**src/design/skrt_pkg.sv**
```systemverilog
// shared types and constants for the sorted keyed record table
// no dependencies; imported by skrt_mem and sorted_keyed_record_table_top
`default_nettype none

package skrt_pkg;

  localparam int unsigned CAPACITY_DEF   = 16;
  localparam int unsigned NAME_BYTES_DEF = 8;

  typedef enum logic [1:0] {
    REQ_INSERT = 2'd0,
    REQ_SEARCH = 2'd1,
    REQ_UPDATE = 2'd2,
    REQ_DELETE = 2'd3
  } req_e;

  typedef enum logic [1:0] {
    ST_DONE = 2'd0,
    ST_MISS = 2'd1,
    ST_FULL = 2'd2
  } status_e;

  typedef struct packed {
    logic [31:0] hash;
    logic [63:0] name;
    logic [31:0] value;
  } rec_t;

endpackage

`default_nettype wire

```
**src/design/skrt_mem.sv**
```systemverilog
// record store: one write port, one read port with registered read data
// depends on skrt_pkg for the record type
`default_nettype none

module skrt_mem #(
  parameter int unsigned DEPTH = skrt_pkg::CAPACITY_DEF,
  parameter int unsigned AW    = $clog2(DEPTH)
) (
  input  wire logic           clk_i,
  input  wire logic           wr_en_i,
  input  wire logic [AW-1:0]  wr_addr_i,
  input  wire skrt_pkg::rec_t wr_data_i,
  input  wire logic [AW-1:0]  rd_addr_i,
  output skrt_pkg::rec_t      rd_data_o
);
  import skrt_pkg::*;

  rec_t mem_q [DEPTH];

  always_ff @(posedge clk_i) begin
    if (wr_en_i) begin
      mem_q[wr_addr_i] <= wr_data_i;
    end
  end

  always_ff @(posedge clk_i) begin
    rd_data_o <= mem_q[rd_addr_i];
  end

endmodule

`default_nettype wire

```
**src/design/sorted_keyed_record_table_top.sv**
```systemverilog
// sorted keyed record table: sequencer, compare unit and output register
// depends on skrt_pkg and skrt_mem
`default_nettype none

// Table of up to CAPACITY records (hash, name, value) held in ascending hash
// order in a record memory with one write port and one registered read port.
// One request is taken at a time; in_stall_o stays high until its word is in
// the output register. A request scans the records from slot 0 with one shared
// compare unit, each slot read and then compared, stopping at a match, at a
// larger hash or at the last record. An insert then moves each later record up
// one slot and a delete moves each later record down, each moved record read
// and then written back. The record count is a register, so the table is empty
// straight after reset with no clearing pass. Names are cut at their first zero
// byte and at NAME_BYTES.
module sorted_keyed_record_table_top #(
  parameter int unsigned CAPACITY   = skrt_pkg::CAPACITY_DEF,
  parameter int unsigned NAME_BYTES = skrt_pkg::NAME_BYTES_DEF
) (
  input  wire logic        clk_i,
  input  wire logic        rst_ni,
  input  wire logic        in_valid_i,
  output logic             in_stall_o,
  input  wire logic [1:0]  req_type_i,
  input  wire logic [31:0] key_hash_i,
  input  wire logic [63:0] key_name_i,
  input  wire logic [31:0] value_in_i,
  output logic             out_valid_o,
  input  wire logic        out_stall_i,
  output logic [1:0]       status_o,
  output logic             found_o,
  output logic [31:0]      value_out_o
);
  import skrt_pkg::*;

  localparam int unsigned AW = $clog2(CAPACITY);
  localparam int unsigned CW = $clog2(CAPACITY + 1);
  localparam logic [CW-1:0] CAP_N = CW'(CAPACITY);
  localparam logic [CW-1:0] ONE   = CW'(1);

  typedef enum logic [3:0] {
    S_IDLE,
    S_RD,
    S_CMP,
    S_DECIDE,
    S_SH_CHK,
    S_SH_RD,
    S_SH_WR,
    S_WR,
    S_FIN
  } state_e;

  state_e         state_q, state_d;
  req_e           req_q, req_d;
  logic [31:0]    hash_q, hash_d;
  logic [63:0]    name_q, name_d;
  logic [31:0]    val_in_q, val_in_d;
  logic [CW-1:0]  n_q, n_d;
  logic [CW-1:0]  i_q, i_d;
  logic [CW-1:0]  pos_q, pos_d;
  logic           pos_set_q, pos_set_d;
  logic [CW-1:0]  idx_q, idx_d;
  logic           match_q, match_d;
  logic [31:0]    match_val_q, match_val_d;
  logic [AW-1:0]  wr_addr_q, wr_addr_d;
  rec_t           wr_rec_q, wr_rec_d;
  status_e        res_status_q, res_status_d;
  logic [31:0]    res_val_q, res_val_d;
  logic           out_valid_q, out_valid_d;
  status_e        out_status_q, out_status_d;
  logic           out_found_q, out_found_d;
  logic [31:0]    out_val_q, out_val_d;

  logic [63:0]    name_norm;
  logic           name_alive;
  logic [CW-1:0]  rd_src;
  logic           mem_we;
  logic [AW-1:0]  mem_waddr;
  rec_t           mem_wdata;
  rec_t           mem_rdata;
  logic           hit;
  logic           load_out;

  // name ends at its first zero byte and at NAME_BYTES
  always_comb begin
    name_norm  = '0;
    name_alive = 1'b1;
    for (int b = 0; b < 8; b++) begin
      if (name_alive && (b < NAME_BYTES) && (key_name_i[8*b +: 8] != 8'd0)) begin
        name_norm[8*b +: 8] = key_name_i[8*b +: 8];
      end else begin
        name_alive = 1'b0;
      end
    end
  end

  // shared compare unit on the record just read
  assign hit = (mem_rdata.hash == hash_q) && (mem_rdata.name == name_q);

  always_comb begin
    if (state_q == S_SH_RD) begin
      rd_src = (req_q == REQ_INSERT) ? (i_q - ONE) : (i_q + ONE);
    end else begin
      rd_src = i_q;
    end
  end

  always_comb begin
    mem_we    = 1'b0;
    mem_waddr = i_q[AW-1:0];
    mem_wdata = mem_rdata;
    if (state_q == S_SH_WR) begin
      mem_we = 1'b1;
    end else if (state_q == S_WR) begin
      mem_we    = 1'b1;
      mem_waddr = wr_addr_q;
      mem_wdata = wr_rec_q;
    end
  end

  skrt_mem #(
    .DEPTH (CAPACITY)
  ) u_mem (
    .clk_i     (clk_i),
    .wr_en_i   (mem_we),
    .wr_addr_i (mem_waddr),
    .wr_data_i (mem_wdata),
    .rd_addr_i (rd_src[AW-1:0]),
    .rd_data_o (mem_rdata)
  );

  assign load_out = (state_q == S_FIN) && (!out_valid_q || !out_stall_i);

  always_comb begin
    state_d      = state_q;
    req_d        = req_q;
    hash_d       = hash_q;
    name_d       = name_q;
    val_in_d     = val_in_q;
    n_d          = n_q;
    i_d          = i_q;
    pos_d        = pos_q;
    pos_set_d    = pos_set_q;
    idx_d        = idx_q;
    match_d      = match_q;
    match_val_d  = match_val_q;
    wr_addr_d    = wr_addr_q;
    wr_rec_d     = wr_rec_q;
    res_status_d = res_status_q;
    res_val_d    = res_val_q;
    out_valid_d  = out_valid_q;
    out_status_d = out_status_q;
    out_found_d  = out_found_q;
    out_val_d    = out_val_q;

    if (out_valid_q && !out_stall_i) begin
      out_valid_d = 1'b0;
    end

    case (state_q)
      S_IDLE: begin
        if (in_valid_i) begin
          req_d     = req_e'(req_type_i);
          hash_d    = key_hash_i;
          name_d    = name_norm;
          val_in_d  = value_in_i;
          i_d       = '0;
          pos_d     = n_q;
          pos_set_d = 1'b0;
          match_d   = 1'b0;
          state_d   = (n_q == '0) ? S_DECIDE : S_RD;
        end
      end
      S_RD: begin
        state_d = S_CMP;
      end
      S_CMP: begin
        if (!pos_set_q && (mem_rdata.hash >= hash_q)) begin
          pos_d     = i_q;
          pos_set_d = 1'b1;
        end
        if (hit) begin
          match_d     = 1'b1;
          idx_d       = i_q;
          match_val_d = mem_rdata.value;
          state_d     = S_DECIDE;
        end else if ((mem_rdata.hash > hash_q) || ((i_q + ONE) == n_q)) begin
          state_d = S_DECIDE;
        end else begin
          i_d     = i_q + ONE;
          state_d = S_RD;
        end
      end
      S_DECIDE: begin
        res_status_d = ST_DONE;
        res_val_d    = '0;
        state_d      = S_FIN;
        case (req_q)
          REQ_INSERT: begin
            if (match_q) begin
              res_status_d = ST_MISS;
            end else if (n_q == CAP_N) begin
              res_status_d = ST_FULL;
            end else begin
              i_d       = n_q;
              wr_addr_d = pos_q[AW-1:0];
              wr_rec_d  = '{hash: hash_q, name: name_q, value: val_in_q};
              state_d   = S_SH_CHK;
            end
          end
          REQ_SEARCH: begin
            if (match_q) begin
              res_val_d = match_val_q;
            end else begin
              res_status_d = ST_MISS;
            end
          end
          REQ_UPDATE: begin
            if (match_q) begin
              res_val_d = match_val_q;
              wr_addr_d = idx_q[AW-1:0];
              wr_rec_d  = '{hash: hash_q, name: name_q, value: val_in_q};
              state_d   = S_WR;
            end else begin
              res_status_d = ST_MISS;
            end
          end
          REQ_DELETE: begin
            if (match_q) begin
              i_d     = idx_q;
              state_d = S_SH_CHK;
            end else begin
              res_status_d = ST_MISS;
            end
          end
          default: begin
            res_status_d = ST_MISS;
          end
        endcase
      end
      S_SH_CHK: begin
        if (req_q == REQ_INSERT) begin
          state_d = (i_q > pos_q) ? S_SH_RD : S_WR;
        end else if ((i_q + ONE) < n_q) begin
          state_d = S_SH_RD;
        end else begin
          n_d     = n_q - ONE;
          state_d = S_FIN;
        end
      end
      S_SH_RD: begin
        state_d = S_SH_WR;
      end
      S_SH_WR: begin
        // word moved one slot, step towards the gap
        i_d     = (req_q == REQ_INSERT) ? (i_q - ONE) : (i_q + ONE);
        state_d = S_SH_CHK;
      end
      S_WR: begin
        if (req_q == REQ_INSERT) begin
          n_d = n_q + ONE;
        end
        state_d = S_FIN;
      end
      S_FIN: begin
        if (load_out) begin
          out_valid_d  = 1'b1;
          out_status_d = res_status_q;
          out_found_d  = match_q;
          out_val_d    = res_val_q;
          state_d      = S_IDLE;
        end
      end
      default: begin
        state_d = S_IDLE;
      end
    endcase
  end

  always_ff @(posedge clk_i or negedge rst_ni) begin
    if (!rst_ni) begin
      state_q      <= S_IDLE;
      req_q        <= REQ_INSERT;
      hash_q       <= '0;
      name_q       <= '0;
      val_in_q     <= '0;
      n_q          <= '0;
      i_q          <= '0;
      pos_q        <= '0;
      pos_set_q    <= 1'b0;
      idx_q        <= '0;
      match_q      <= 1'b0;
      match_val_q  <= '0;
      wr_addr_q    <= '0;
      wr_rec_q     <= '0;
      res_status_q <= ST_DONE;
      res_val_q    <= '0;
      out_valid_q  <= 1'b0;
      out_status_q <= ST_DONE;
      out_found_q  <= 1'b0;
      out_val_q    <= '0;
    end else begin
      state_q      <= state_d;
      req_q        <= req_d;
      hash_q       <= hash_d;
      name_q       <= name_d;
      val_in_q     <= val_in_d;
      n_q          <= n_d;
      i_q          <= i_d;
      pos_q        <= pos_d;
      pos_set_q    <= pos_set_d;
      idx_q        <= idx_d;
      match_q      <= match_d;
      match_val_q  <= match_val_d;
      wr_addr_q    <= wr_addr_d;
      wr_rec_q     <= wr_rec_d;
      res_status_q <= res_status_d;
      res_val_q    <= res_val_d;
      out_valid_q  <= out_valid_d;
      out_status_q <= out_status_d;
      out_found_q  <= out_found_d;
      out_val_q    <= out_val_d;
    end
  end

  assign in_stall_o  = (state_q != S_IDLE);
  assign out_valid_o = out_valid_q;
  assign status_o    = out_status_q;
  assign found_o     = out_found_q;
  assign value_out_o = out_val_q;

  a_count_bound : assert property (@(posedge clk_i) disable iff (!rst_ni)
    n_q <= CAP_N)
    else $error("record count above capacity");

  a_full_means_full : assert property (@(posedge clk_i) disable iff (!rst_ni)
    (load_out && (res_status_q == ST_FULL)) |-> ((n_q == CAP_N) && !match_q))
    else $error("full reported with free slots or a match");

  a_insert_grows : assert property (@(posedge clk_i) disable iff (!rst_ni)
    (state_q == S_WR && req_q == REQ_INSERT) |=> (n_q == $past(n_q) + ONE))
    else $error("insert did not grow the table");

  a_miss_no_value : assert property (@(posedge clk_i) disable iff (!rst_ni)
    (out_valid_o && (status_o != ST_DONE)) |-> (value_out_o == '0))
    else $error("value returned on a failed request");

endmodule

`default_nettype wire

```
**config.mk**
```make
export PLATFORM = sky130hd
export DESIGN_NAME = sorted_keyed_record_table_top
export DESIGN_NICKNAME = d
export VERILOG_FILES = /design/src/design/skrt_pkg.sv /design/src/design/skrt_mem.sv /design/src/design/sorted_keyed_record_table_top.sv
export SDC_FILE = /design/constraint.sdc
export NUM_CORES = 2
export LEC_CHECK = 0
export BUFFER_PORTS_ARGS = -buffer_cell sky130_fd_sc_hd__buf_2
export CAP_MARGIN = 40
export CORE_UTILIZATION = 55
export CTS_CLUSTER_SIZE = 40
export DETAILED_ROUTE_END_ITERATION = 8
export PLACE_DENSITY = 0.71
export SETUP_SLACK_MARGIN = 0.05
export SLEW_MARGIN = 20
export SYNTH_ARGS = -nofsm -noshare
export SYNTH_HDL_FRONTEND = slang
export SYNTH_SLANG_ARGS = --single-unit
```
**constraint.sdc**
```tcl
create_clock -name clk_i -period 9.7 [get_ports clk_i]
set_clock_uncertainty 0.2 [all_clocks]
set_input_delay 2.425 -clock clk_i [delete_from_list [all_inputs] [get_ports clk_i]]
set_output_delay 2.425 -clock clk_i [all_outputs]
set_load 0.01 [all_outputs]
```
==> impl_metrics.json <==
{
  "cts_buffers": 239,
  "final.min_clock_period_ns": 4.83,
  "clock.fmax_mhz": 207,
  "synth_fa_ha_area_share_pct": 0.685,
  "die_h_um": 424,
  "fin_nets": 5192,
  "clock_latency_ns": 0.87,
  "drv_slew": 0,
  "synth_compound_gate_area_share_pct": 1.66,
  "synth_seq_cells": 2566,
  "crit_arrival_ns": 2.21,
  "setup_viol": 0,
  "clk_pin_slew_ns": 0.06,
  "cap_violations": 0,
  "setup_tns_ns": 0,
  "instances_no_fill": 7567,
  "multiInputGateArea_um2": 23100,
  "ios": 171,
  "via_count": 47456,
  "drive_gt1_share_pct": 29.8,
  "regArea_um2": 73800,
  "whs_ns": 0.282,
  "place.gp.congestion": 0.779,
  "grt_max_degree": 148,
  "gr-total-overflow": 0,
  "dpl.hpwl_um": 115000,
  "synth_edf_count": 2048,
  "start_util_pct": 55.5,
  "syn2layout_area_growth_pct": 12.7,
  "grt_pass1_vias": 48589,
  "synth_xor_area_share_pct": 0.705,
  "slew_headroom_pct": 30.0,
  "violations": "DRC",
  "dr.pass1.iters": 9,
  "finalHoldViolCount": 0,
  "worst-setup-path-type": "register to primary output",
  "synthArstFlopShare_pct": 15.2,
  "min_path_type": "register to register",
  "cts_root_buffer": "clkbuf_16",
  "cts_resized": 0,
  "grt_pass1_wl_um": 328000,
  "wl_per_cell_um": 29.7,
  "synth_top_family_by_area": "multiplexers",
  "syn-cell-area_um2": 97900,
  "cp.required_ns": 7.08,
  "ys_warn_count": 0,
  "syn_avg_cell_area_um2": 20.7,
  "dieArea_um2": 180000,
  "dieWidth_um": 424,
  "cp_max_fo": 25,
  "drc": 10,
  "seq_area_frac_synth_pct": 75.4,
  "finalCritPeriodShare_pct": 49.8,
  "cts_hold_buf": 0,
  "rows": 154,
  "cts.sinks": 2566,
  "design.core.area_um2": 176000,
  "cts_buffer_depth": 3,
  "power.density_nw_per_um2": 296,
  "yosys_most_used_dff": "edfxtp_1",
  "vias_per_cell": 6.27,
  "synth_fp_nets": 4913,
  "numPortBuffers": 170,
  "p_leak_nw": 38.8,
  "synth.area.mux_share_pct": 17.7,
  "final_antenna_net_count": 0,
  "grt_usage_pct": 25.3,
  "drt_iter0_markers": 4719,
  "syn_inst": 4726,
  "outcome": "complete, but fails checks",
  "postCtsSetupBuffers": 0,
  "yosys.area_share.simple_pct": 2.61,
  "post-place-cells": 7099,
  "vdd_drop_max_mv": 0.204,
  "nFillCells": 12001,
  "rsz0062_at_grt": "no",
  "ys_types": 59,
  "antenna_found_initial": 5,
  "cp-end-kind": "primary output",
  "htreeDepth": 4,
  "tightest_slew_ns": 1.05,
  "wirelength_um": 225000,
  "critPathLaunchType": "register",
  "cts_tree": "done"
}
## layout make-up
| type | count | area share [%] |
|---|---|---|
| timing repair buffer | 274 | 2.06 |
| tap | 2340 | 2.65 |
| clock inverter | 158 | 1.40 |
| inverter | 51 | 0.178 |
| sequential | 2566 | 66.9 |
| multi-input combinational | 1873 | 21.0 |
| antenna | 3 | 0.00681 |
| clock buffer | 302 | 5.79 |
## cells in the mapped netlist (all sizes together), types with 2 or more instances
cell | n | area (um2)
a211oi | 7 | 57.6
a21boi | 4 | 45.1
a21o | 5 | 37.5
a21oi | 27 | 135
a221o | 4 | 40.0
a22o | 89 | 780
a31oi | 5 | 31.3
a41oi | 2 | 17.5
and2 | 4 | 25.0
and3 | 5 | 31.3
and3b | 2 | 17.5
buf | 95 | 462
clkbuf | 141 | 529
dfrtp | 390 | 9760
dfxtp | 128 | 2560
edfxtp | 2048 | 61500
ha | 52 | 651
inv | 51 | 191
mux2 | 249 | 2800
mux2i | 29 | 290
mux4 | 633 | 14300
nand2 | 452 | 1700
nand2b | 4 | 25.0
nand3 | 15 | 75.1
nand4 | 29 | 181
nor2 | 40 | 150
nor2b | 9 | 56.3
nor3 | 18 | 106
nor3b | 5 | 37.5
nor4 | 20 | 125
o211ai | 2 | 15.0
o21a | 9 | 67.6
o21ai | 55 | 275
o22ai | 3 | 18.8
o31a | 2 | 17.5
o32ai | 3 | 26.3
or4 | 2 | 15.0
xnor2 | 72 | 638
xor2 | 6 | 52.6
## metrics by stage
stage / util, % / worst slack [ns] / power, mW / cell area [um2]
CTS: 62.4 / 4.83 / 32.8 / 110000
global placement: 57.7 / 3.20 / 23.2 / 102000
finish: 62.5 / 4.87 / 32.6 / 110000
detailed placement: 57.9 / 4.17 / 23.5 / 102000
global route: 62.5 / 4.72 / 33.9 / 110000
floorplan: - / 0.976 / 20.9 / 97900
## cell families (layout without fill, tap and decap cells)
logic type | Yosys count | in the layout
AOI/OAI and AO/OA | 224 | 224
muxes | 911 | 911
and+or+nand+nor | 607 | 607
xor gates and xnor gates | 78 | 78
adders and majority gates | 53 | 53
buffers and inverters | 287 | 785
DFF | 2566 | 2566
other | 0 | 3
## metal layers
metal  track usage (%)  up-vias  part of all wire (%)
met2              42.5     1876                    51
met5                 0        -                0.0049
met4              7.85        2                   2.9
met3              3.87      341                   6.8
li1                  -    19658                     -
met1              34.5    25579                    39
## path summary, 6_finish.rpt
| path | from | to | slack (ns) | depth (start not counted) |
|---|---|---|---|---|
| max | state_q[0] | in_stall_o | 4.87 | 3 |
| max reg2reg | i_q[0] | u_mem.rd_data_o[83] | 4.87 | 8 |
| min | wr_rec_q[114] | wr_rec_q[114] | 0.28 | 2 |
| max in group asynchronous | rst_ni | name_q[13] | 6.51 | 2 |
| min in group asynchronous | rst_ni | hash_q[23] | 1.39 | 1 |
| min reg2reg | wr_rec_q[114] | wr_rec_q[114] | 0.28 | 2 |
## power by group
| part | internal, mW | switching, mW | total (mW) |
|---|---|---|---|
| clock network | 5.30 | 4.07 | 9.37 |
| logic | 3.65 | 4.50 | 8.15 |
| registers | 14.3 | 0.800 | 15.1 |
| total | 23.2 | 9.38 | 32.6 |
## cell usage in the layout, fill, tap and decap left out, types with 52 or more instances in the layout
cell / synthesis / final
buf_2: 81 / 174
nand2_1: 452 / 451
dfxtp_1: 128 / 128
clkinv_2: 0 / 60
ha_1: 52 / 52
a22o_1: 89 / 89
dfrtp_1: 390 / 390
edfxtp_1: 2048 / 2048
mux4_2: 633 / 633
o21ai_0: 54 / 54
clkbuf_16: 0 / 241
mux2_2: 249 / 249
xnor2_1: 71 / 70
## worst max-delay path: stages (launching register included)
cell     delay, ns
dfrtp_1       0.87
nor2_1        0.20
nand2_1       0.15
buf_2         0.14
## sequential cells by signal, summed over array words and instances (netlist names), 2 cells and up
register	flops
u_mem.mem_q	2048
u_mem.rd_data_o	128
wr_rec_q	128
name_q	64
hash_q	32
match_val_q	32
res_val_q	32
val_in_q	32
value_out_o	32
i_q	5
idx_q	5
n_q	5
pos_q	5
state_q	4
wr_addr_q	4
req_q	2
res_status_q	2
status_o	2
(Power assumes the default switching activity.)
